File: src/sv/sfd_pkg.sv
// Shared types and constants for the SBUS frame decoder.
// No dependencies; imported by every module of the decoder.
`default_nettype none

package sfd_pkg;

  localparam int RING_LEN    = 25;
  localparam int NUM_CH      = 16;
  localparam int RAW_W       = 11;
  localparam int CH_W        = 4;
  localparam int PCT_W       = 8;
  localparam int FRAME_BYTES = 22;
  localparam int FRAME_W     = FRAME_BYTES * 8;

  localparam logic [7:0]       HEAD_BYTE = 8'h0F;
  localparam logic [7:0]       TAIL_BYTE = 8'h00;
  localparam logic [CH_W-1:0]  LAST_CH   = CH_W'(NUM_CH - 1);
  localparam logic [11:0]      PCT_LOW   = 12'd300;
  // (raw-300)*100/1400 == (raw-300)/14; 4682/2^16 is exact for magnitudes below 5461
  localparam logic [12:0]      RECIP_14  = 13'd4682;

  typedef logic [7:0]         byte_t;
  typedef logic [FRAME_W-1:0] frame_t;

  typedef struct packed {
    logic   valid;
    frame_t data;
  } push_t;

  typedef struct packed {
    logic full;
    logic empty;
  } q_stat_t;

endpackage

`default_nettype wire

File: src/sv/sfd_front.sv
// Front end: 25-byte shift line holding the last bytes received, frame detect.
// Depends on sfd_pkg; pushes detected frame payloads into sfd_queue.
`default_nettype none

module sfd_front (
  input  wire             clk,
  input  wire             rst,
  input  wire             s_tvalid,
  output logic            s_tready,
  input  wire [7:0]       s_tdata,
  input  wire             q_full,
  output sfd_pkg::push_t  push
);
  import sfd_pkg::*;

  // ring[0] is the oldest byte, ring[RING_LEN-1] the newest
  byte_t ring [RING_LEN];
  logic  accept;

  assign s_tready = !q_full;
  assign accept   = s_tvalid && s_tready;

  always_ff @(posedge clk) begin
    if (rst) begin
      for (int i = 0; i < RING_LEN; i++) ring[i] <= '0;
    end else if (accept) begin
      for (int i = 0; i < RING_LEN - 1; i++) ring[i] <= ring[i+1];
      ring[RING_LEN-1] <= s_tdata;
    end
  end

  // after the shift the oldest byte is today's ring[1]; payload is frame bytes 1..22
  always_comb begin
    push.valid = accept && (s_tdata == TAIL_BYTE) && (ring[1] == HEAD_BYTE);
    for (int j = 0; j < FRAME_BYTES; j++) push.data[8*j +: 8] = ring[j+2];
  end

endmodule

`default_nettype wire

File: src/sv/sfd_queue.sv
// Two-entry frame queue between the front and back ends.
// Depends on sfd_pkg.
`default_nettype none

module sfd_queue (
  input  wire              clk,
  input  wire              rst,
  input  sfd_pkg::push_t   push,
  input  wire              pop,
  output sfd_pkg::frame_t  head,
  output sfd_pkg::q_stat_t q_stat
);
  import sfd_pkg::*;

  frame_t     entry [2];
  logic       wr_ptr;
  logic       rd_ptr;
  logic [1:0] count;
  logic       do_push;
  logic       do_pop;

  assign do_push = push.valid && (count != 2'd2);
  assign do_pop  = pop && (count != 2'd0);

  always_ff @(posedge clk) begin
    if (rst) begin
      wr_ptr <= 1'b0;
      rd_ptr <= 1'b0;
      count  <= '0;
    end else begin
      if (do_push) wr_ptr <= !wr_ptr;
      if (do_pop)  rd_ptr <= !rd_ptr;
      count <= count + {1'b0, do_push} - {1'b0, do_pop};
    end
  end

  always_ff @(posedge clk) begin
    if (do_push) entry[wr_ptr] <= push.data;
  end

  assign head         = entry[rd_ptr];
  assign q_stat.full  = (count == 2'd2);
  assign q_stat.empty = (count == 2'd0);

endmodule

`default_nettype wire

File: src/sv/sfd_back.sv
// Back end: walks the 16 channels of the head frame, unpacks and scales each.
// Depends on sfd_pkg; reads sfd_queue, drives the result stream.
`default_nettype none

module sfd_back (
  input  wire              clk,
  input  wire              rst,
  input  sfd_pkg::frame_t  head,
  input  wire              q_empty,
  output logic             pop,
  output logic             m_tvalid,
  input  wire              m_tready,
  output logic [23:0]      m_tdata,
  output logic             m_tlast
);
  import sfd_pkg::*;

  logic              en;
  logic              take;
  logic [CH_W-1:0]   ch_cnt;
  logic [7:0]        bit_idx;
  logic [RAW_W-1:0]  raw_sel;
  logic [11:0]       diff;
  logic [RAW_W-1:0]  mag;

  // stage A: unpacked value and magnitude of raw-300
  logic              a_valid;
  logic [CH_W-1:0]   a_ch;
  logic [RAW_W-1:0]  a_raw;
  logic              a_neg;
  logic [RAW_W-1:0]  a_mag;

  logic [23:0]       prod;
  logic [6:0]        quo;
  logic [PCT_W-1:0]  pct;

  assign en   = !m_tvalid || m_tready;
  assign take = en && !q_empty;
  assign pop  = take && (ch_cnt == LAST_CH);

  assign bit_idx = 8'(ch_cnt) * 8'd11;
  assign raw_sel = head[bit_idx +: RAW_W];
  assign diff    = {1'b0, raw_sel} - PCT_LOW;
  assign mag     = diff[11] ? RAW_W'(-diff) : diff[RAW_W-1:0];

  always_ff @(posedge clk) begin
    if (rst) begin
      ch_cnt   <= '0;
      a_valid  <= 1'b0;
      m_tvalid <= 1'b0;
    end else if (en) begin
      if (take) ch_cnt <= ch_cnt + 1'b1;
      a_valid  <= !q_empty;
      m_tvalid <= a_valid;
    end
  end

  always_ff @(posedge clk) begin
    if (take) begin
      a_ch  <= ch_cnt;
      a_raw <= raw_sel;
      a_neg <= diff[11];
      a_mag <= mag;
    end
  end

  assign prod = 24'(a_mag * RECIP_14);
  assign quo  = prod[22:16];
  assign pct  = a_neg ? PCT_W'(-{1'b0, quo}) : {1'b0, quo};

  always_ff @(posedge clk) begin
    if (en && a_valid) begin
      m_tdata <= {1'b0, pct, a_raw, a_ch};
      m_tlast <= (a_ch == LAST_CH);
    end
  end

endmodule

`default_nettype wire

File: src/sv/sbus_frame_decoder.sv
// Channel   Dir  Handshake           Payload
// s_*       in   s_tvalid/s_tready   s_tdata[7:0] = rx_byte
// m_*       out  m_tvalid/m_tready   m_tdata: channel, raw_value, percent; m_tlast
//
// One byte per cycle is taken while the two-entry frame queue has room.
// Each detected frame is emitted as 16 results, one per cycle while m_tready does not stall,
// set by the back-end channel counter; the first result passes the queue entry, stage A and
// the output register. Reset clears the 25-byte ring, the queue and the pipeline.
// A stalled result stream fills the queue and then holds s_tready low.
// Top level: sfd_front, sfd_queue, sfd_back; depends on sfd_pkg.
`default_nettype none

module sbus_frame_decoder (
  input  wire        clk,
  input  wire        rst,
  input  wire        s_tvalid,
  output logic       s_tready,
  input  wire [7:0]  s_tdata,   // [7:0] rx_byte
  output logic       m_tvalid,
  input  wire        m_tready,
  output logic [23:0] m_tdata,  // [3:0] channel, [14:4] raw_value, [22:15] percent, [23] 0
  output logic       m_tlast    // last_channel
);
  import sfd_pkg::*;

  push_t   push;
  q_stat_t q_stat;
  frame_t  head;
  logic    pop;

  sfd_front u_front (
    .clk      (clk),
    .rst      (rst),
    .s_tvalid (s_tvalid),
    .s_tready (s_tready),
    .s_tdata  (s_tdata),
    .q_full   (q_stat.full),
    .push     (push)
  );

  sfd_queue u_queue (
    .clk    (clk),
    .rst    (rst),
    .push   (push),
    .pop    (pop),
    .head   (head),
    .q_stat (q_stat)
  );

  sfd_back u_back (
    .clk      (clk),
    .rst      (rst),
    .head     (head),
    .q_empty  (q_stat.empty),
    .pop      (pop),
    .m_tvalid (m_tvalid),
    .m_tready (m_tready),
    .m_tdata  (m_tdata),
    .m_tlast  (m_tlast)
  );

endmodule

`default_nettype wire

File: config.mk
export PLATFORM = sky130hd
export DESIGN_NAME = sbus_frame_decoder
export DESIGN_NICKNAME = d
export VERILOG_FILES = /design/src/sv/sfd_pkg.sv /design/src/sv/sfd_front.sv /design/src/sv/sfd_queue.sv /design/src/sv/sfd_back.sv /design/src/sv/sbus_frame_decoder.sv
export SDC_FILE = /design/constraint.sdc
export NUM_CORES = 1
export LEC_CHECK = 0
export ABC_AREA = 1
export BUFFER_PORTS_ARGS = -buffer_cell sky130_fd_sc_hd__buf_2
export CAP_MARGIN = 20
export CORE_MARGIN = 4
export CORE_UTILIZATION = 40
export CTS_CLUSTER_SIZE = 40
export DETAILED_ROUTE_END_ITERATION = 8
export GPL_TIMING_DRIVEN = 1
export PLACE_DENSITY = 0.59
export SETUP_SLACK_MARGIN = 0.2
export SYNTH_ARGS = -nofsm -noshare
export SYNTH_HDL_FRONTEND = slang
export SYNTH_SLANG_ARGS = --single-unit
File: constraint.sdc
create_clock -name clk -period 10.4 [get_ports clk]
set_input_delay 0.52 -clock clk [delete_from_list [all_inputs] [get_ports clk]]
set_output_delay 0.52 -clock clk [all_outputs]
set_load 0.005 [all_outputs]
==> metrics.csv <==
metric,value,unit
status,"complete, no violations",
tns,0,ns
cts_resized,0,
crit_arrival,4.79,ns
ff_latch_area,0.0181,mm^2
finalCritPeriodShare,42.4,%
fp.dieW,262,um
critPathKind,reg2reg,
crit_family,adder cells,
synth_area_leaders,"edfxtp_1 (69%), nand2_1 (7.3%), nand3_1 (4.2%)",
final_core_util,45.2,%
area_growth,11.2,%
use_met3,2.64,%
cts_setup_buffers,0,
antenna_found_initial,0,
crit_chain,"ha_1, fa_1, fa_1, fa_1, ha_1, ha_1, a21oi_1, o21ai_0, a21oi_1, nand2_1, xor2_1, inv_1, ha_1, nand3b_1, nand2_1, nand2_1, nand2_1, nand2_1, inv_1",
nets,2317,
fp.dieH,262,um
crit_required,10.79,ns
multiInputGateArea,0.00615,mm^2
ys_seq_area_share,70.0,%
worst-path-buf-inv,2,
hold_class,in2reg,
max_freq,0.227,GHz
core_area,0.0634,mm^2
synth.avg_cell_area,11.7,um^2
ir_drop,0.000137,V
grt_usage,15.8,%
drt_first_pass_iters,5,
detailed_place_hpwl,30.5,mm
vias,15360,
rrSetupSlack,5.99,ns
cts_tree,done,
synth_fp_nets,2295,
rsz0062_at_grt,no,
remaining_drc_errors,0,
placed_area,0.0267,mm^2
fp.dieArea,0.0686,mm^2
antenna_cells,0,
worstHoldStart,s_tdata[3],
gp_congestion,0.812,
ys.flop_type,edfxtp_1,
grt_use_met2,26.8,%
drt-initial-drc-count,972,
start_util,40.6,%
synth_warnings,0,
syn-instance-count,2200,
ys_top_cells_by_count,"edfxtp_1 (594), nand2_1 (503), inv_1 (269), nor2_1 (238), nand3_1 (217)",
io_pins,39,
whs,0.174,ns
port_buffers,37,
total_power,0.00498,W
first_global_vias,15495,
worst_slew_pin_slew,1.08,ns
cts_sinks,605,
cp_max_fo,4,
fill_cells,5763,
ctsHoldBuffers,0,
drive_above_1_share,7.41,%
row_count,92,
grt_max_degree,127,
worstReg2RegStart,u_back.a_mag[8]$_DFFE_PP_,
cp-start-kind,register,
cellPowerDensity,174,mW/mm^2
setup_viol,0,
slowest_stage,fa_1,
yosysUniqueCellTypes,39,
end_kind,register,
final_hold_viol_count,0,
overflow,0,
finalCriticalPeriod,4.41,ns
grt_use_met1,21.1,%
routedWlPerCell,17.4,um
critPathMostFrequentCell,nand2_1,
clockBufferDepth,3,
synth_most_common_cell,edfxtp_1,
drv_cap,0,
cts_buffers,59,
cts_root_buffer,clkbuf_16,
leakage,11.1,nW
synth_top_cell_by_area,edfxtp_1,
maxSlewHeadroom,28.0,%
routed_wl,54.3,mm
clock_latency,0.64,ns
top_usage_layer,met2,
htreeDepth,2,
synth_edf_count,594,
startpoint,u_back.a_mag[8]$_DFFE_PP_,
cts.reportedPaths.clkPinSlew,0.06,ns
fin_area,0.0287,mm^2
ant_nets,0,
grt_pass1_wl,85.4,mm
postSynth.asyncResetShare,0,%
yosysTopAreaCellShare,69.2,%
final.setup_skew,0.0370,ns
ys_seq_elements,605,
slowest_delay,0.55,ns
syn_area,0.0258,mm^2
vias_per_cell,4.93,
final_max_slew_viol_count,0,
==> logic make-up after synthesis <==
group | count (synthesis) | share of synthesized area (%)
DFF | 605 | 70.0
adders and majority gates | 83 | 4.46
xor gates and xnor gates | 17 | 0.636
AOI/OAI and AO/OA | 134 | 2.89
other | 1 | 0.0145
buffers and inverters | 374 | 6.25
and+or+nand+nor | 986 | 15.7
==> worst min-delay path, cell delays in order <==
cell	delay, ns
buf_2	0.08
inv_1	0.04
nor2_1	0.07
==> layout by cell type, fill, tap and decap left out, types with 3 or more instances in the layout <==
| cell | synthesis | final |
|---|---|---|
| a21oi_1 | 72 | 71 |
| buf_2 | 33 | 37 |
| buf_4 | 13 | 18 |
| bufinv_16 | 0 | 8 |
| clkbuf_1 | 25 | 15 |
| clkbuf_16 | 0 | 59 |
| clkinv_1 | 0 | 12 |
| clkinv_2 | 0 | 5 |
| dfxtp_1 | 11 | 8 |
| edfxtp_1 | 594 | 594 |
| fa_1 | 15 | 15 |
| ha_1 | 68 | 68 |
| inv_1 | 269 | 269 |
| inv_2 | 5 | 5 |
| nand2_1 | 503 | 501 |
| nand2_2 | 4 | 4 |
| nand3_1 | 217 | 217 |
| nand3b_1 | 3 | 3 |
| nand4_1 | 8 | 8 |
| nor2_1 | 238 | 235 |
| nor3_1 | 6 | 6 |
| o21ai_0 | 28 | 28 |
| o21ai_1 | 7 | 7 |
| o21ai_2 | 4 | 4 |
| o31ai_1 | 16 | 16 |
| xnor2_1 | 7 | 7 |
| xor2_1 | 8 | 8 |
==> power breakdown <==
part	total, W	switching (W)	internal (W)
clock	0.00214	0.000900	0.00124
combinational	0.0000681	0.0000527	0.0000154
sequential	0.00277	0.0000350	0.00273
total	0.00498	0.000988	0.00399
==> final cells by class <==
cell class | instances | share of cell area (%)
clock buffer | 74 | 5.35
sequential | 605 | 63.0
tap | 846 | 3.69
multi-input combinational | 1221 | 21.4
timing repair buffer | 59 | 1.41
inverter | 276 | 3.64
clock inverter | 32 | 1.46
==> state kept, by name, summed over array words and instances, names as in the netlist, named ones only <==
| name | flops |
|---|---|
| u_back.a_ch | 4 |
| u_back.a_mag | 11 |
| u_back.a_neg | 1 |
| u_back.a_raw | 10 |
| u_back.a_valid | 1 |
| u_back.ch_cnt | 4 |
| u_back.m_tdata | 23 |
| u_back.m_tlast | 1 |
| u_back.m_tvalid | 1 |
| u_front.ring | 192 |
| u_queue.count | 2 |
| u_queue.entry | 352 |
| u_queue.rd_ptr | 1 |
| u_queue.wr_ptr | 1 |
==> routing by layer <==
layer / part of all wire [%] / wire length [um] / up-vias
li1: - / - / 7428
met1: 45 / 24200 / 7559
met2: 49 / 26400 / 291
met3: 4.5 / 2470 / 82
met4: 2.3 / 1250 / 0
met5: 0 / 0 / -
==> through the flow <==
step	worst slack, ns	std cells
global placement	6.07	3005
global route	5.67	3113
floorplan	1.41	2200
detailed placement	6.05	3006
finish	5.99	3113
CTS	6.00	3112
==> path summary, 6_finish.rpt <==
kind / cells past startpoint / end
min: 3 / u_front.ring[24][3]$_SDFFCE_PP0P_
max: 19 / u_back.m_tdata[21]$_DFFE_PP_
max reg2reg: 19 / u_back.m_tdata[21]$_DFFE_PP_
min reg2reg: 0 / u_back.m_tdata[9]$_DFFE_PP_
No activity file was read; power rests on OpenSTA's default activity.
